[src/hw/rtl/segment_point_contact_penalty_macros.svh]
// assertion macros for the contact penalty block
// needs clk and rst_n in the scope where a macro is used
`ifndef SEGMENT_POINT_CONTACT_PENALTY_MACROS_SVH
`define SEGMENT_POINT_CONTACT_PENALTY_MACROS_SVH

// same-cycle implication, disabled in reset
`define SPCP_ASSERT_NOW(label, ante, cons, msg) \
    label: assert property (@(posedge clk) disable iff (!rst_n) (ante) |-> (cons)) \
        else $error(msg);

// next-cycle implication, disabled in reset
`define SPCP_ASSERT_NEXT(label, ante, cons, msg) \
    label: assert property (@(posedge clk) disable iff (!rst_n) (ante) |=> (cons)) \
        else $error(msg);

`endif

[src/hw/rtl/spcp_pkg.sv]
// types, constants and rounding helper for the contact penalty block
// no dependencies
package spcp_pkg;

    localparam int SQ_STAGES  = 8;
    localparam int DIV_STAGES = 8;
    localparam int STEPS      = 4;

    typedef struct packed {
        logic signed [31:0] first_x;
        logic signed [31:0] first_y;
        logic signed [31:0] second_x;
        logic signed [31:0] second_y;
        logic signed [31:0] point_x;
        logic signed [31:0] point_y;
    } in_item_t;

    typedef struct packed {
        logic               penetrating;
        logic               degenerate;
        logic        [62:0] penalty;
        logic signed [31:0] gap;
        logic signed [31:0] normal_x;
        logic signed [31:0] normal_y;
        logic signed [31:0] grad_surface_x;
        logic signed [31:0] grad_surface_y;
        logic        [30:0] hess_xx;
        logic signed [31:0] hess_xy;
        logic        [30:0] hess_yy;
    } out_item_t;

    // per-item data that rides along the normalize, root and divide stages
    typedef struct packed {
        logic               degen;
        logic               neg_x;
        logic               neg_y;
        logic signed [32:0] e0;
        logic signed [32:0] e1;
        logic        [30:0] a0;
        logic        [30:0] a1;
    } side_t;

    // drop 30 fraction bits, round half away from zero, clamp to 32 bits;
    // flip negates the value first
    function automatic logic [31:0] round_sat32(input logic signed [63:0] v,
                                                input logic flip);
        logic        neg;
        logic [63:0] m;
        logic [63:0] t;
        logic [33:0] r;
        logic [33:0] rn;
        neg = v[63] ^ flip;
        m   = v[63] ? (~v + 64'd1) : v;
        t   = m + (64'd1 << 29);
        r   = t[63:30];
        if (neg) begin
            if (r > 34'h0_8000_0000) r = 34'h0_8000_0000;
            rn = ~r + 34'd1;
            return rn[31:0];
        end
        if (r > 34'h0_7FFF_FFFF) r = 34'h0_7FFF_FFFF;
        return r[31:0];
    endfunction

endpackage

[src/hw/rtl/spcp_div_stage.sv]
// one stage of the pipelined restoring divider, four quotient bits
// depends on spcp_pkg
module spcp_div_stage import spcp_pkg::*; #(
    parameter int STAGE = 0
) (
    input  logic        clk,
    input  logic        en,
    input  logic [61:0] num_in,
    input  logic [31:0] den_in,
    input  logic [31:0] rem_in,
    input  logic [31:0] q_in,
    output logic [61:0] num_reg,
    output logic [31:0] den_reg,
    output logic [31:0] rem_reg,
    output logic [31:0] q_reg
);

    logic [31:0] rem_next;
    logic [31:0] q_next;

    always_comb
    begin
        logic [32:0] t;
        logic [32:0] diff;
        rem_next = rem_in;
        q_next   = q_in;
        for (int j = 0; j < STEPS; j++)
        begin
            t    = {rem_next, num_in[31 - (STAGE * STEPS + j)]};
            diff = t - {1'b0, den_in};
            if (t >= {1'b0, den_in})
            begin
                rem_next = diff[31:0];
                q_next   = {q_next[30:0], 1'b1};
            end
            else
            begin
                rem_next = t[31:0];
                q_next   = {q_next[30:0], 1'b0};
            end
        end
    end

    always_ff @(posedge clk)
    begin
        if (en)
        begin
            num_reg <= num_in;
            den_reg <= den_in;
            rem_reg <= rem_next;
            q_reg   <= q_next;
        end
    end

endmodule

[config.mk]
export PLATFORM = sky130hd
export DESIGN_NAME = spcp_div_stage
export DESIGN_NICKNAME = d
export VERILOG_FILES = /design/src/hw/rtl/segment_point_contact_penalty_macros.svh /design/src/hw/rtl/spcp_pkg.sv /design/src/hw/rtl/spcp_div_stage.sv
export SDC_FILE = /design/constraint.sdc
export NUM_CORES = 1
export LEC_CHECK = 0
export ABC_AREA = 1
export BUFFER_PORTS_ARGS = -buffer_cell sky130_fd_sc_hd__buf_2
export CAP_MARGIN = 20
export CORE_AREA = 2 2 180 182
export CTS_CLUSTER_SIZE = 14
export DETAILED_ROUTE_END_ITERATION = 10
export DIE_AREA = 0 0 182 184
export HOLD_SLACK_MARGIN = 0.02
export PLACE_DENSITY = 0.68
export SYNTH_ARGS = -nofsm -noshare
export SYNTH_HDL_FRONTEND = slang
export SYNTH_SLANG_ARGS = --single-unit
[constraint.sdc]
create_clock -name clk -period 19.6 [get_ports clk]
set_input_delay 0 -clock clk [delete_from_list [all_inputs] [get_ports clk]]
set_output_delay 0 -clock clk [all_outputs]
set_load 0.05 [all_outputs]
# After elaboration in Yosys (flattened, before gate mapping)
# Index checks and enable logic that the tools add are counted.
[word_totals]
reg_bits = 158
wordCells = 20
[op_classes]
addsub = 4
magnitude_cmp = 4
n_mux = 8
[op_table]
columns = ["operator", "count"]
rows = [
  [">= comparator 33 x 32 -> 1 bit", 4],
  ["2-to-1 mux 32 bit", 4],
  ["subtractor 32 bit", 4],
  ["2-to-1 mux 1 bit", 4],
]

# Longest topological paths before layout
# Gate-level depths: netlist of the first run.
[depth]
ltp_word = 8
depth_mapped = 68

# Worst setup path before layout of the first run
# No wires, ideal clock.
[synth_timing]
path_type = "input to register"
start = "in den_in[24]"
end = "reg rem_reg[10], data pin"
setup_ps = 252
t_arrival_ps = 7248
required_ps = 19348
path_slack_ps = 12099
stages = 60
path_buffers = 5
cell_sequence = "inv_1 ha_1 nand2_1 inv_2 a21oi_1 nand2_1 a21oi_2 nand4_2 buf_4 or2_2 nand2_1 inv_1 ha_1 a21o_1 a21oi_1 o211ai_1 a21oi_1 nand2_1 (+24 left out) nand2_1 a21oi_1 inv_1 nand3_1 nand3_1 nand2_1 nand2_1 nand3_1 nand2_1 nand2_1 nand2_1 nand2_1 nand2_1 inv_2 nand3_2 buf_2 nand2_1 nand2_1"
[synth_between]
elab_chain_len = 8
[synth_lines]
columns = ["item", "line_no", "text"]
rows = [
  ["from (decl)", "spcp_div_stage.sv:9", "input logic [31:0] den_in,"],
  ["subtractor 32 bit / >= comparator 33 x 32 -> 1 bit (equally long branches)", "spcp_div_stage.sv:30, spcp_div_stage.sv:31", ""],
  ["2-to-1 mux 32 bit", "spcp_div_stage.sv:31", "if (t >= {1'b0, den_in})"],
  ["subtractor 32 bit / >= comparator 33 x 32 -> 1 bit (equally long branches)", "spcp_div_stage.sv:30, spcp_div_stage.sv:31", ""],
  ["2-to-1 mux 32 bit", "spcp_div_stage.sv:31", ""],
  [">= comparator 33 x 32 -> 1 bit / subtractor 32 bit (equally long branches)", "spcp_div_stage.sv:31, spcp_div_stage.sv:30", ""],
  ["2-to-1 mux 32 bit", "spcp_div_stage.sv:31", ""],
  ["subtractor 32 bit / >= comparator 33 x 32 -> 1 bit (equally long branches)", "spcp_div_stage.sv:30, spcp_div_stage.sv:31", ""],
  ["2-to-1 mux 32 bit (*)", "spcp_div_stage.sv:31", ""],
  ["named net rem_next[10]", "spcp_div_stage.sv:18", "logic [31:0] rem_next;"],
  ["to (signal assigned)", "spcp_div_stage.sv:50", "rem_reg <= rem_next;"],
  ["to (decl)", "spcp_div_stage.sv:14", "output logic [31:0] rem_reg,"],
]
# Mark *: on every way through the listed nets, which the timed path passes. The rest lies on a longest branch.
# A chain may end at the register's enable or synchronous reset.

# Final worst setup path of the first run
[layout_timing]
start = "in den_in[23]"
end = "reg rem_reg[4], data pin"
# Same word-level chain as after synthesis.

==> results of run 1 <==
## critical path: cells and delay by family
family                   cells  cell delay [ns]
AO/OA/AOI/OAI               12             2.74
adder cells (fa/ha/maj)      4             1.51
buffers and inverters        9             2.02
AND/OR/NAND/NOR             34             5.08
## worst paths after layout
check,cells after the start,slack (ns),to
worst max-delay path,59,8.35,rem_reg[4]$_DFFE_PP_
worst min-delay path,1,0.08,num_reg[31]$_DFFE_PP_
## cell type report
type / count / area [um^2]
Tap cell: 402 / 503
Antenna cell: 1 / 2.50
Clock buffer: 17 / 425
Sequential cell: 158 / 4740
Inverter: 238 / 893
Timing Repair Buffer: 438 / 2820
Multi-Input combinational cell: 1501 / 8270
Fill cell: 3001 / 13600
Clock inverter: 14 / 155
## stage by stage
step / util (%) / cell area (um^2) / hold WS, ns
floorplan: - / 14100 / 0.0989
CTS: 56.7 / 17800 / 0.0944
detailed placement: 51.0 / 16000 / 0.178
finish: 56.7 / 17800 / 0.0817
global route: 56.7 / 17800 / 0.105
global placement: 51.0 / 16000 / 0.177
## kinds of logic (layout without fill, tap and decap cells)
kind of cell / after synthesis / in the layout
AO/OA/AOI/OAI: 276 / 276
adder cells (fa/ha/maj): 132 / 132
XOR/XNOR: 99 / 99
flip-flops: 158 / 158
other: 0 / 1
AND/OR/NAND/NOR: 994 / 994
buffers and inverters: 269 / 707
## placed cells by master (no fill, tap or decap), drive strengths merged
master	synthesis	final
nand3b	13	13
o2111ai	1	1
and2	3	3
o211ai	4	4
a21o	13	13
edfxtp	158	158
a211oi	3	3
and3	2	2
dlygate4sd3	0	122
nand2	643	643
diode	0	1
clkbuf	2	17
clkinvlp	0	1
o221ai	2	2
o211a	1	1
a31oi	13	13
fa	4	4
nand3	148	148
a21boi	2	2
ha	128	128
bufinv	0	2
o21a	1	1
nor3	24	24
a41oi	2	2
or2	8	8
nor2	129	129
a211o	1	1
xnor2	43	43
o21ai	85	85
o21bai	13	13
a21oi	132	132
buf	29	316
xor2	56	56
nor4	11	11
inv	236	243
nand4	13	13
a221oi	3	3
clkinv	2	6
## repair_timing
item                                   4_1_cts  5_1_grt
setup endpoints to repair                    0        0
hold buffers                               122        0
endpoints found under the hold margin      123        0
## routing by layer
metal | wire [um] | part of all wire [%] | global-route usage, %
met5 | 0 | 0 | 0
met3 | 3030 | 6.7 | 3.57
met1 | 19500 | 43 | 33.7
met2 | 21200 | 47 | 45.5
met4 | 1700 | 3.8 | 11.5
## power groups by stage
stage | Combinational, W | Clock [W] | Sequential [W]
2_1_floorplan | 0.00135 | 0 | 0.000726
3_3_place_gp | 0.00194 | 0 | 0.000512
3_5_place_dp | 0.00197 | 0 | 0.000514
4_1_cts | 0.00199 | 0.000339 | 0.000507
5_1_grt | 0.00225 | 0.000349 | 0.000513
6_report | 0.00202 | 0.000329 | 0.000507
==> impl_metrics.yaml, run 1 <==
sta:
  slew_viol_final: 0
  max_slew_margin_pct: 31.5
  setup_ws_ns: 8.35
  rsz0062_at_grt: "no"
  setup-tns-final_ns: 0
  setup_viol: 0
  finalCritPeriodShare_pct: 57.4
  finalHoldViolations: 0
  tightest_slew_ns: 1.03
  fin_crit_ns: 11.25
  max_freq_mhz: 88.9
power_and_ir_drop:
  p_leak_nw: 8.93
  combPwrFrac_pct: 70.8
  power.internal_w: 0.00134
  finalPower_w: 0.00286
  p_sw_share_pct: 53.1
  seq_power_share_pct: 17.7
  power-per-cell-area_nw_per_um2: 160
  p_sw_w: 0.00152
  irDropWorstVdd_mv: 0.123
  clockPowerShare_pct: 11.5
global_route:
  grt.total_usage_pct: 26.6
  gr-total-overflow: 0
  grt_first_pass_wirelength_mm: 70.3
  antenna_found_initial: 1
  grt_pass1_vias: 14100
  grt_max_degree: 86
setup_path:
  cp_max_fo: 44
  cp-startpoint: "den_in[23]"
  critPathKind: "input pin to register"
  end_kind: "register"
  path_common_cell: "nand2_1"
  worst_setup_path_start_kind: "input pin"
  max_stage_delay_ns: 0.71
  arrival_ns: 11.43
  crit_path_top_delay_cell: "nor2_4"
  crit_required_ns: 19.78
floorplanning:
  coreArea_um2: 31400
  die_x_um: 182
  fp.dieArea_um2: 33500
  start_util_pct: 44.9
  io_pins: 318
  die_height_um: 184
  core.rowCount: 65
logic_synthesis:
  synth_xor_area_share_pct: 6.16
  synth_warnings: 0
  syn_nets: 2220
  synth.yosys.seq_area_share_pct: 33.7
  syn_avg_cell_area_um2: 7.30
  syn_inst: 1928
  synth_top_area_share_pct: 33.7
  synth-compound-area-share_pct: 10.9
  yosysMostFrequentCell: "nand2_1"
  yosys.area_share.simple_pct: 29.7
  yosysTopAreaCell: "edfxtp_1"
  synth_seq_cells: 158
  synthArstFlopShare_pct: 0
  synth_fa_ha_area_share_pct: 11.9
  synth_top_family_by_area: "simple AND/OR/NAND/NOR gates"
  muxShareOfSynthArea_pct: 0
  yosys-top-cells-count: "639 x nand2_1, 220 x inv_1, 158 x edfxtp_1"
  ys_top_cells_by_area: "edfxtp_1 34%, nand2_1 17%, ha_1 11%, inv_1 5.9%, nand3_1 5.1%"
  synth_edf_count: 158
  synth_area_um2: 14100
  synth_cell_types: 50
  ys.flop_type: "edfxtp_1"
layout:
  nets: 2646
  largest_reg_flops: 62
  fin_cells: 2769
  drive_gt1_share_pct: 16.4
  area_growth_pct: 26.5
clock_network:
  cts_root_buf: "clkbuf_16"
  clk_path_buf_depth: 2
  htree_levels: 4
  cts_tree: "built"
  cts-resized-gates: 0
  post_cts_buffers: 0
  cts.reportedPaths.clkPinSlew_ns: 0.07
  numCtsBuffers: 17
  cts_sinks: 158
detailed_routing:
  postRouteWirelength_mm: 45.4
  avgViaCountPerCell: 5.29
  antenna_left: 0
  wire_per_inst_um: 16.4
  drt_iter0_drc: 1102
  first_pass_iters: 5
  drcViolationCount: 0
  vias: 14700
placement:
  dp.cells: 2615
  portBuffers: 313
  dp_slack_ns: 8.68
  dp_hpwl_mm: 35.5
  place.gp.congestion: 0.958
status:
  outcome: "finished, final reports clean"
min_path:
  hold_path_class: "input pin to register"
  hold_start: "en"
run:
  cap_violations: 0
No activity file was read; power rests on OpenSTA's default activity.
==> inputs of run 2 (changes only) <==
Settings changed: PLACE_DENSITY 0.68 to 0.71.
Clock period 19.6 ns to 9.6 ns, I/O delays scaled along.
==> impl_metrics.yaml, run 2 (synthesized netlist as in run 1, its figures left out) <==
layout:
  area_growth_pct: 38.2
  fillCellCount: 2800
  multi_input_area_um2: 8410
  antenna_cells: 0
  drive_gt1_share_pct: 23.6
  fin_cells: 2959
  final_cell_mix: "638 x nand2_1, 312 x buf_2, 216 x inv_1"
  register_area_um2: 4740
  largest_reg_flops: 62
  layout_commonest_cell: "nand2_1"
  nets: 2836
detailed_routing:
  postRouteWirelength_mm: 49.7
  drt_iter0_drc: 986
  drcViolationCount: 0
  wire_per_inst_um: 16.8
  first_pass_iters: 6
  vias: 15400
  antenna_left: 0
  avgViaCountPerCell: 5.22
global_route:
  grt_max_degree: 101
  antenna_found_initial: 0
  grt_pass1_vias: 14900
  grt_first_pass_wirelength_mm: 75.2
  gr-total-overflow: 0
  grt.total_usage_pct: 28.6
clock_network:
  cts_tree: "built"
  cts_sinks: 158
  htree_levels: 4
  clk_path_buf_depth: 2
  cts.reportedPaths.clkPinSlew_ns: 0.07
  cts_root_buf: "clkbuf_16"
  numCtsBuffers: 17
floorplanning:
  die_height_um: 184
  die_x_um: 182
  start_util_pct: 44.9
  coreArea_um2: 31400
  fp.dieArea_um2: 33500
  core.rowCount: 65
  io_pins: 318
setup_path:
  path_common_cell: "nand2_1"
  end_kind: "register"
  crit_required_ns: 9.89
  crit_path_top_delay_cell: "dlygate4sd3_1"
  worst_setup_path_start_kind: "input pin"
  arrival_ns: 9.24
  cp_max_fo: 24
  max_stage_delay_ns: 0.52
  critPathKind: "input pin to register"
min_path:
  hold_path_class: "input pin to register"
power_and_ir_drop:
  irDropWorstVdd_mv: 0.176
  power-per-cell-area_nw_per_um2: 357
  p_leak_nw: 9.85
run:
  cap_violations: 0
sta:
  setup_viol: 0
  max_freq_mhz: 112
  holdWs_ns: 0.113
  finalHoldViolations: 0
  slew_viol_final: 0
  finalCritPeriodShare_pct: 93.3
  tightest_slew_ns: 0.938
  fin_crit_ns: 8.95
  max_slew_margin_pct: 37.4
placement:
  place.gp.congestion: 1.01
  portBuffers: 313
  dp_hpwl_mm: 38.7
  dp.cells: 2796
status:
  outcome: "finished, final reports clean"
## run 2: changes by cell type in the layout (fill, tap and decap cells not counted), moves of 7 or more
cell	delta
o21ai_1	+12
ha_1	-7
o21ai_0	-12
buf_4	+182
## run 2: cell type report
cell class	instances	share of cell area [%]
Inverter	238	4.68
Clock inverter	15	0.894
Clock buffer	17	2.19
Sequential cell	158	24.4
Timing Repair Buffer	626	22.0
Multi-Input combinational cell	1503	43.2
Tap cell	402	2.58
## run 2: worst max-delay path, delay by kind of cell
family | cells | cell delay, ns
simple gates | 38 | 4.25
fa+ha+maj | 4 | 1.45
buf+inv | 13 | 2.08
compound gates | 7 | 1.45
## run 2: report_power, final
part           switching (W)  total [W]  internal [W]
Combinational        0.00304    0.00521       0.00218
Sequential         0.0000272    0.00104       0.00101
Clock               0.000299   0.000692      0.000393
Total                0.00336    0.00694       0.00358
## run 2: what timing repair did
item / 4_1_cts / 5_1_grt
buffers inserted: 0 / 7
endpoints found under the hold margin: 123 / 0
gates resized for setup: 0 / 43
hold buffers: 122 / 0
endpoints found under the setup margin: 0 / 33
## run 2: final timing paths
check	start	to	depth (start not counted)
worst min-delay path	en	den_reg[3]$_DFFE_PP_	1
worst max-delay path	den_in[18]	rem_reg[19]$_DFFE_PP_	62
## run 2: metrics by stage
step / utilization, % / total power, W / instance area, um^2 / setup WS, ns / TNS, ns
floorplan: - / 0.00424 / 14100 / 2.10 / 0
global placement: 55.4 / 0.00601 / 17400 / 0.629 / 0
detailed placement: 55.4 / 0.00609 / 17400 / 0.465 / 0
CTS: 61.2 / 0.00683 / 19200 / 0.322 / 0
global route: 62.0 / 0.00754 / 19500 / -0.0440 / -0.593
finish: 62.0 / 0.00694 / 19500 / 0.645 / 0
## run 2: layer usage
metal / GRT usage, % / wire length (um) / up-vias
li1: - / - / 7680
met1: 35.2 / 20700 / 7103
met2: 51.7 / 24500 / 586
met3: 2.95 / 2980 / 76
met4: 11.1 / 1550 / 0
met5: 0 / 0 / -
