===== src/hw/rtl/segment_point_contact_penalty_macros.svh =====
// assertion macros for the contact penalty block
// needs clk and rst_n in the scope where a macro is used
`ifndef SEGMENT_POINT_CONTACT_PENALTY_MACROS_SVH
`define SEGMENT_POINT_CONTACT_PENALTY_MACROS_SVH

// same-cycle implication, disabled in reset
`define SPCP_ASSERT_NOW(label, ante, cons, msg) \
    label: assert property (@(posedge clk) disable iff (!rst_n) (ante) |-> (cons)) \
        else $error(msg);

// next-cycle implication, disabled in reset
`define SPCP_ASSERT_NEXT(label, ante, cons, msg) \
    label: assert property (@(posedge clk) disable iff (!rst_n) (ante) |=> (cons)) \
        else $error(msg);

`endif


===== src/hw/rtl/spcp_pkg.sv =====
// types, constants and rounding helper for the contact penalty block
// no dependencies
package spcp_pkg;

    localparam int SQ_STAGES  = 8;
    localparam int DIV_STAGES = 8;
    localparam int STEPS      = 4;

    typedef struct packed {
        logic signed [31:0] first_x;
        logic signed [31:0] first_y;
        logic signed [31:0] second_x;
        logic signed [31:0] second_y;
        logic signed [31:0] point_x;
        logic signed [31:0] point_y;
    } in_item_t;

    typedef struct packed {
        logic               penetrating;
        logic               degenerate;
        logic        [62:0] penalty;
        logic signed [31:0] gap;
        logic signed [31:0] normal_x;
        logic signed [31:0] normal_y;
        logic signed [31:0] grad_surface_x;
        logic signed [31:0] grad_surface_y;
        logic        [30:0] hess_xx;
        logic signed [31:0] hess_xy;
        logic        [30:0] hess_yy;
    } out_item_t;

    // per-item data that rides along the normalize, root and divide stages
    typedef struct packed {
        logic               degen;
        logic               neg_x;
        logic               neg_y;
        logic signed [32:0] e0;
        logic signed [32:0] e1;
        logic        [30:0] a0;
        logic        [30:0] a1;
    } side_t;

    // drop 30 fraction bits, round half away from zero, clamp to 32 bits;
    // flip negates the value first
    function automatic logic [31:0] round_sat32(input logic signed [63:0] v,
                                                input logic flip);
        logic        neg;
        logic [63:0] m;
        logic [63:0] t;
        logic [33:0] r;
        logic [33:0] rn;
        neg = v[63] ^ flip;
        m   = v[63] ? (~v + 64'd1) : v;
        t   = m + (64'd1 << 29);
        r   = t[63:30];
        if (neg) begin
            if (r > 34'h0_8000_0000) r = 34'h0_8000_0000;
            rn = ~r + 34'd1;
            return rn[31:0];
        end
        if (r > 34'h0_7FFF_FFFF) r = 34'h0_7FFF_FFFF;
        return r[31:0];
    endfunction

endpackage


===== src/hw/rtl/spcp_sqrt_stage.sv =====
// one stage of the pipelined integer square root, four result bits
// depends on spcp_pkg
module spcp_sqrt_stage import spcp_pkg::*; #(
    parameter int STAGE = 0
) (
    input  logic        clk,
    input  logic        en,
    input  logic [62:0] s_in,
    input  logic [35:0] rem_in,
    input  logic [31:0] root_in,
    output logic [62:0] s_reg,
    output logic [35:0] rem_reg,
    output logic [31:0] root_reg
);

    logic [35:0] rem_next;
    logic [31:0] root_next;

    always_comb
    begin
        logic [63:0] s64;
        logic [35:0] t;
        logic [35:0] trial;
        s64       = {1'b0, s_in};
        rem_next  = rem_in;
        root_next = root_in;
        for (int j = 0; j < STEPS; j++)
        begin
            t     = {rem_next[33:0], s64[63 - 2 * (STAGE * STEPS + j) -: 2]};
            trial = {2'b00, root_next, 2'b01};
            if (t >= trial)
            begin
                rem_next  = t - trial;
                root_next = {root_next[30:0], 1'b1};
            end
            else
            begin
                rem_next  = t;
                root_next = {root_next[30:0], 1'b0};
            end
        end
    end

    always_ff @(posedge clk)
    begin
        if (en)
        begin
            s_reg    <= s_in;
            rem_reg  <= rem_next;
            root_reg <= root_next;
        end
    end

endmodule


===== config.mk =====
export PLATFORM = sky130hd
export DESIGN_NAME = spcp_sqrt_stage
export DESIGN_NICKNAME = d
export VERILOG_FILES = /design/src/hw/rtl/segment_point_contact_penalty_macros.svh /design/src/hw/rtl/spcp_pkg.sv /design/src/hw/rtl/spcp_sqrt_stage.sv
export SDC_FILE = /design/constraint.sdc
export NUM_CORES = 1
export LEC_CHECK = 0
export ABC_CLOCK_PERIOD_IN_PS = 13230
export BUFFER_PORTS_ARGS = -buffer_cell sky130_fd_sc_hd__buf_2
export CORE_MARGIN = 2
export CORE_UTILIZATION = 52
export CTS_CLUSTER_SIZE = 25
export DETAILED_ROUTE_END_ITERATION = 12
export PLACE_DENSITY = 0.79
export SLEW_MARGIN = 20
export SYNTH_ARGS = -nofsm -noshare
export SYNTH_HDL_FRONTEND = slang
export SYNTH_SLANG_ARGS = --single-unit

===== constraint.sdc =====
create_clock -name clk -period 13.23 [get_ports clk]
set_clock_uncertainty 0.05 [all_clocks]
set_input_delay 2.646 -clock clk [delete_from_list [all_inputs] [get_ports clk]]
set_output_delay 2.646 -clock clk [all_outputs]
set_load 0.03 [all_outputs]

-- Yosys cells after proc, flatten, opt, wreduce, memory -nomap -nowiden
Index checks and enable logic that the tools add are counted.
Widths: inputs -> output; s select.
- $add $sub $neg: 4
- muxes and demuxes: 8
- $lt $le $gt $ge: 4
- operator list (operator ; count):
    $ge 36x34->1 ; 4
    $mux 34 ; 3
    $sub 34x34->34 ; 3
    $mux 36 ; 1
    $sub 36x34->36 ; 1
    $mux 1 ; 4
- input bits: 133
- flip-flop bits (word level): 131

-- Logic depth before layout (Yosys ltp)
Gate-level depths: netlist of run 1.
- depth after elaboration: 8
- mapped depth: 59
- mapped depth without buffers: 52

-- Worst setup path before layout of run 1
OpenSTA, ideal clock, no wires.
- path kind: input -> register
- start point: input port root_in[17]
- end point: register rem_reg[13], data pin
- stages on the path: 50
- slack: 0.218 ns
- required time: 12.918 ns
- arrival: 12.699 ns
- buffers on the path: 8
- cell sequence: inv_1 > ha_1 > nand4_1 > or4_1 > a21oi_2 > o21ai_1 > nand2_1 > buf_2 > buf_1 > clkbuf_1 > a21oi_1 > ha_1 > and3_1 > nand2_1 > nor3_1 > nand3_1 > nor4_1 > and3_1 > (+14 left out) > o21ai_4 > clkbuf_1 > buf_1 > a21oi_1 > ha_1 > clkbuf_1 > a21o_1 > a21o_1 > a21oi_1 > nor3_1 > o21ai_0 > a21boi_0 > o21ai_0 > nand3b_1 > nor3_4 > inv_2 > buf_6 > mux2_1
- word-level cells in the longest chain between the ends: 8
- elaborated cells on any way between the ends: 15
- ends and longest elaborated chain (element ; RTL line ; source):
    start, declared ; spcp_sqrt_stage.sv:10 ; input logic [31:0] root_in,
    $ge 36x34->1 * ; spcp_sqrt_stage.sv:31 ; if (t >= trial)
    $mux 1 * ; spcp_sqrt_stage.sv:31 ;
    named net root_next[3] ; spcp_sqrt_stage.sv:17 ; logic [31:0] root_next;
    $sub 34x34->34 / $ge 36x34->1 (equally long branches) ; spcp_sqrt_stage.sv:33, spcp_sqrt_stage.sv:31 ;
    $mux 34 / $mux 1 (equally long branches) ; spcp_sqrt_stage.sv:31 ;
    $ge 36x34->1 * ; spcp_sqrt_stage.sv:31 ;
    $mux 1 * ; spcp_sqrt_stage.sv:31 ;
    named net root_next[1] ; spcp_sqrt_stage.sv:17 ;
    $sub 36x34->36 / $ge 36x34->1 (equally long branches) ; spcp_sqrt_stage.sv:33, spcp_sqrt_stage.sv:31 ;
    $mux 36 * ; spcp_sqrt_stage.sv:31 ;
    named net rem_next[13] ; spcp_sqrt_stage.sv:16 ; logic [35:0] rem_next;
    end signal, assigned ; spcp_sqrt_stage.sv:49 ; rem_reg <= rem_next;
    end, declared ; spcp_sqrt_stage.sv:12 ; output logic [35:0] rem_reg,
Mark *: on every way through the listed nets, which the timed path passes. The rest lies on a longest branch.
A chain may end at the register's enable or synchronous reset.

-- Worst setup path in the final report of run 1
- start point: input port root_in[17]
- end point: register rem_reg[32], data pin
- word-level cells in the longest chain between the ends: 8
- elaborated cells on any way between the ends: 15
- ends and longest elaborated chain (element ; RTL line):
    $sub 34x34->34 / $ge 36x34->1 (equally long branches) ; spcp_sqrt_stage.sv:33, spcp_sqrt_stage.sv:31
    $mux 34 / $mux 1 (equally long branches) ; spcp_sqrt_stage.sv:31
    $sub 34x34->34 / $ge 36x34->1 (equally long branches) ; spcp_sqrt_stage.sv:33, spcp_sqrt_stage.sv:31
    $mux 34 / $mux 1 (equally long branches) ; spcp_sqrt_stage.sv:31
    $sub 34x34->34 / $ge 36x34->1 (equally long branches) ; spcp_sqrt_stage.sv:33, spcp_sqrt_stage.sv:31
    $mux 34 / $mux 1 (equally long branches) ; spcp_sqrt_stage.sv:31
    $sub 36x34->36 / $ge 36x34->1 (equally long branches) ; spcp_sqrt_stage.sv:33, spcp_sqrt_stage.sv:31
    $mux 36 * ; spcp_sqrt_stage.sv:31
    named net rem_next[32] ; spcp_sqrt_stage.sv:16
Marked as above.

==> results of run 1 <==
[per-layer routing]
metal | up-vias | routed length (um)
met5 | - | 0
met4 | 0 | 1210
met3 | 104 | 3860
met2 | 706 | 21700
met1 | 6709 | 18800
li1 | 6834 | -
[per-stage QoR]
stage,TNS [ns],hold slack (ns)
final,0,2.34
after global routing,0,2.33
after CTS,0,2.33
after detailed placement,-4.24,2.77
after global placement,-0.582,2.77
after floorplan,0,2.69
[repair_timing]
| item | in CTS | in global routing |
|---|---|---|
| resized for setup | 2 | 36 |
| hold buffers | 0 | 0 |
| setup endpoints to repair | 1 | 37 |
| pin swaps | 0 | 3 |
[final timing paths]
check	from	end	slack, ns	cells after the start
setup / recovery	root_in[17]	rem_reg[32]	0.52	47
hold / removal	s_in[38]	s_reg[38]	2.34	1
[cell usage after synthesis, types with 6 or more instances]
cell type / number
nand4_1: 20
a211oi_1: 9
a21boi_0: 8
edfxtp_1: 131
a31o_2: 7
ha_1: 135
clkbuf_1: 31
nand2b_1: 10
o21bai_1: 22
nor2b_1: 17
buf_2: 8
o31ai_1: 16
and3_1: 23
mux2_2: 27
inv_1: 82
xor2_1: 38
nand3_1: 40
nand2_1: 124
o31a_1: 6
xnor2_1: 72
o211ai_1: 6
mux2_1: 7
a21o_1: 103
o21a_1: 17
mux2i_1: 9
o21ai_0: 83
a21oi_1: 172
a221o_1: 7
a31oi_1: 19
nor3_1: 31
nor2_1: 129
[area by class of cell]
cell class | instances | area [um2] | share of cell area (%)
clock inverters | 15 | 193 | 1.07
multi-input cells | 1255 | 8750 | 48.5
repair buffers | 612 | 3990 | 22.1
flip-flops and latches | 131 | 3930 | 21.8
inverters | 86 | 328 | 1.82
well taps | 330 | 413 | 2.29
clock buffers | 17 | 425 | 2.36
[logic make-up after synthesis]
kind of cell / after synthesis / share of synthesized area (%)
adders and majority gates: 136 / 13.1
buffers and inverters: 128 / 3.83
xor gates and xnor gates: 110 / 7.37
and+or+nand+nor: 438 / 15.8
muxes: 43 / 3.62
DFF: 131 / 30.1
AOI/OAI and AO/OA: 528 / 26.2
[worst max-delay path: cells and delay by family]
kind                       cells  cell delay (ns)
AOI/OAI and AO/OA             30             6.11
and+or+nand+nor                8             1.65
adders and majority gates      4             1.40
buffers and inverters          4             0.65
muxes                          1             0.32
[power breakdown]
part,switching (uW),total [uW],internal [uW]
clock,197,499,302
combinational,2410,4510,2100
sequential,22.3,688,666
total,2630,5700,3070
==> run_results.csv, run 1 <==
group,metric,value,unit
cells_and_area,largest_register_ffs,63,
cells_and_area,final_cells,2446,
setup_path,required,13.36,ns
sta,rsz0062_at_grt,"false",
floorplanning,die_w,163,um
yosys,synth_edf_count,131,
yosys,syn-num-nets,1783,
global_routing,busiest_layer,"met2",
cells_and_area,final_common_cell,"buf_4",
detailed_routing,via_per_inst,5.87,
cells_and_area,num_antenna_cells,0,
clock_tree,clk_pin_slew,0.06,ns
min_path,min_path_type,"input pin to flop",
floorplanning,die-area,0.0264,mm2
sta,maxSlewHeadroom,30.9,%
clock_tree,h-tree-depth,4,
clock_tree,cts_root_buf,"clkbuf_16",
detailed_routing,ant_nets,0,
floorplanning,die-height,163,um
global_routing,use_met1,43.0,%
run,maxCapViolCount,0,
setup_path,path_class,"input pin to flop",
global_routing,grtUsageMet2,57.4,%
sta,slew_violations,0,
yosys,yosysSeqAreaShare,30.1,%
placement,numPortBuffers,261,
detailed_routing,drt_iter0_markers,1168,
sta,setup_slack,0.517,ns
setup_path,critPathCaptureType,"flop",
placement,place_ws,-0.349,ns
yosys,synth_top_area_share,30.1,%
yosys,syn_avg_cell_area,8.63,um2
power_and_ir_drop,p_per_area,316,mW/mm2
floorplanning,io_pins,264,
setup_path,arrival,12.84,ns
floorplanning,rows,58,
global_routing,grt_util_met3,5.17,%
yosys,ys_warn_count,0,
detailed_routing,vias,14353,
clock_tree,clockBufferDepth,2,
global_routing,grtUsageTotal,33.4,%
clock_tree,cts_setup_buffers,0,
cells_and_area,fillCellCount,1880,
cells_and_area,synthToLayoutAreaGrowth,38.0,%
floorplanning,core,0.0249,mm2
sta,final_hold_viol_count,0,
floorplanning,start_util,52.5,%
placement,place_area,0.0173,mm2
power_and_ir_drop,ir_worst_vdd,196,uV
clock_tree,tritoncts,"built",
sta,worst_pin_slew,1.04,ns
clock_tree,clock-sinks,131,
setup_path,cp_slowest_cell,"or4_1",
setup_path,crit_path_max_incr_delay,0.50,ns
yosys,synth_largest_area_cell,"edfxtp_1",
detailed_routing,routedWlPerCell,18.6,um
global_routing,grt_first_pass_wirelength,69200,um
setup_path,worstPathMaxFanout,25,
placement,hpwl,36900,um
global_routing,gr-total-overflow,0,
cells_and_area,num-nets-final,2372,
yosys,synth_cell_types,81,
global_routing,first_global_vias,13582,
detailed_routing,drt_pass1_iterations,7,
global_routing,antenna_found_initial,0,
yosys,synthFlopType,"edfxtp_1",
detailed_routing,routed_wl,45500,um
placement,dpl.cell_count,2414,
yosys,syn_area,0.0131,mm2
power_and_ir_drop,total_power,5700,uW
yosys,yosys-top-cells-area,"edfxtp_1 (30%), ha_1 (13%), a21oi_1 (6.6%), a21o_1 (5.9%), xnor2_1 (4.8%)",
sta,timing.final.crit_share,96.1,%
yosys,synthArstFlopShare,0,%
setup_path,cp-start-kind,"input pin",
sta,final-setup-viol-count,0,
yosys,ys_seq_elements,131,
detailed_routing,route.detailed.drc,0,
cells_and_area,drive_above_1_share,34.4,%
cells_and_area,final_cell_mix,"buf_4 (347), buf_2 (260), a21oi_1 (166), ha_1 (134), edfxtp_1 (131)",
clock_tree,cts_buffers,17,
outcome,status,"complete, no violations",
placement,place.gp.congestion,0.962,
cells_and_area,final_cell_area,0.0180,mm2
sta,fin_crit,12.71,ns
global_routing,grt_max_degree,86,
sta,fmax,78.7,MHz
yosys,syn-instance-count,1514,
cells_and_area,fin_util,72.5,%
power_and_ir_drop,p_leak,0.00878,uW
(Power assumes the default switching activity.)
==> inputs of run 2 (changes only) <==
==> constraint.sdc (replaced) <==
create_clock -name clk -period 13.23 [get_ports clk]
set_clock_uncertainty 0.05 [all_clocks]
set_input_delay 3.3075 -clock clk [delete_from_list [all_inputs] [get_ports clk]]
set_output_delay 3.3075 -clock clk [all_outputs]
set_load 0.03 [all_outputs]
==> run 2 against run 1 <==
Effect of this change: the flow now finishes with violations (setup timing); design area rose by 13%; utilization rose by 9.5 points; largest cell class unchanged; critical endpoint is now rem_reg[21]; sequential share of layout area fell by 2.5 points; flip-flop and latch count did not move.
==> run_results.csv, run 2 (synthesis gave the netlist of run 1 again) <==
group,metric,value,unit
setup_path,critPathCaptureType,"flop",
sta,rsz0062_at_grt,"true",
power_and_ir_drop,ir_worst_vdd,220,uV
detailed_routing,wl_met1,20800,um
floorplanning,io_pins,264,
floorplanning,die-area,0.0264,mm2
power_and_ir_drop,p_per_area,326,mW/mm2
cells_and_area,final_common_cell,"buf_4",
sta,setup_slack,-0.0204,ns
detailed_routing,ant_nets,0,
power_and_ir_drop,p_leak,0.00996,uW
detailed_routing,routed_wl,53600,um
run,maxCapViolCount,0,
global_routing,antenna_found_initial,1,
setup_path,worstPathMaxFanout,25,
clock_tree,clk_pin_slew,0.06,ns
setup_path,crit_family,"compound AO/OA/AOI/OAI gates",
detailed_routing,via_per_inst,5.95,
floorplanning,rows,58,
clock_tree,h-tree-depth,4,
detailed_routing,vias,15940,
floorplanning,start_util,52.5,%
setup_path,crit_path_max_incr_delay,0.51,ns
clock_tree,clock-sinks,131,
sta,maxSlewHeadroom,28.0,%
clock_tree,cts_root_buf,"clkbuf_16",
placement,place_area,0.0187,mm2
global_routing,grt_max_degree,86,
global_routing,gr-total-overflow,0,
clock_tree,clockBufferDepth,2,
sta,fin_crit,13.25,ns
clock_tree,cts_buffers,17,
cells_and_area,final_cell_mix,"buf_4 (571), buf_2 (260), a21oi_1 (141), edfxtp_1 (131)",
placement,numPortBuffers,261,
outcome,violations,"setup timing",
floorplanning,core,0.0249,mm2
cells_and_area,num-nets-final,2603,
min_path,hold_end,"s_reg[13]",
outcome,status,"complete, but fails checks",
cells_and_area,final_cell_area,0.0204,mm2
sta,worst_pin_slew,1.08,ns
clock_tree,tritoncts,"built",
detailed_routing,met2WireLength,25500,um
placement,place.gp.congestion,0.959,
cells_and_area,drive_above_1_share,44.7,%
sta,final-setup-viol-count,2,
min_path,holdPathStages,1,
detailed_routing,drt_pass1_iterations,6,
min_path,min_path_type,"input pin to flop",
detailed_routing,routedWlPerCell,20.0,um
setup_path,worst-path-buf-inv,8,
floorplanning,die_w,163,um
setup_path,path_class,"input pin to flop",
sta,slew_violations,0,
global_routing,first_global_vias,14621,
min_path,hold_start,"s_in[13]",
sta,timing.final.crit_share,100,%
detailed_routing,route.detailed.drc,0,
setup_path,cp-startpoint,"root_in[17]",
sta,final_hold_viol_count,0,
floorplanning,die-height,163,um
detailed_routing,highest_layer,"met5",
sta,fmax,75.5,MHz
setup_path,cp-start-kind,"input pin",
detailed_routing,wl_met3,4900,um
sta,whs,2.99,ns
global_routing,grtUsageTotal,36.6,%
cells_and_area,synthToLayoutAreaGrowth,56.1,%
setup_path,arrival,13.36,ns
setup_path,required,13.34,ns
setup_path,cp_slowest_cell,"or4_4",
placement,hpwl,39500,um
cells_and_area,largest_register_ffs,63,
global_routing,grt_first_pass_wirelength,75800,um
detailed_routing,drt_iter0_markers,1703,
==> run 2: cell types whose count changed in the layout (fill, tap and decap cells not counted), sizes merged <==
cell,change
bufinv,-1
clkinv,+4
clkinvlp,+3
inv,-5
diode,+1
buf,+230
==> run 2: cell type report <==
cell class                 instances  area (um2)
fill                            1493        4490
clock buffer                      17         425
sequential                       131        3930
timing repair inverter             1        5.00
antenna                            1        2.50
clock inverter                    15         169
multi-input combinational       1255        9360
inverter                          86         347
timing repair buffer             842        5740
tap                              330         413
==> run 2: worst max path at each step <==
stage / end / slack [ns] / cells after the start
floorplan: rem_reg[32] / 0.02 / 51
global placement: rem_reg[29] / -0.71 / 53
detailed placement: rem_reg[32] / -0.93 / 50
CTS: rem_reg[32] / 0.02 / 53
global route: rem_reg[21] / -0.41 / 53
finish: rem_reg[21] / -0.02 / 53
==> run 2: per-layer routing <==
layer | track usage, % | up-vias
met5 | 0 | -
met4 | 13.8 | 2
met3 | 5.55 | 235
met2 | 63.4 | 1022
met1 | 46.1 | 7399
li1 | - | 7282
==> run 2: what timing repair did <==
action	in CTS	in global routing
resized for setup	41	137
hold buffers	0	0
pin swaps	4	45
endpoints found under the setup margin	37	37
gates cloned	0	1
buffers inserted	6	32
==> run 2: per-stage QoR <==
step                      TNS [ns]  total power, uW  cells  util, %  setup WS, ns
after floorplan                  0             3340   1514        -        0.0160
after global placement      -21.95             5260   2606     75.3        -0.710
after detailed placement    -26.84             5440   2606     75.3        -0.934
after CTS                        0             6100   2644     78.5        0.0157
after global routing         -7.84             6960   2678     82.0        -0.414
final                      -0.0218             6660   2678     82.0       -0.0204
==> run 2: report_power, final <==
| group | internal (uW) | switching [uW] |
|---|---|---|
| Sequential | 667 | 29.5 |
| Combinational | 2580 | 2880 |
| Clock | 283 | 209 |
| Total | 3530 | 3120 |
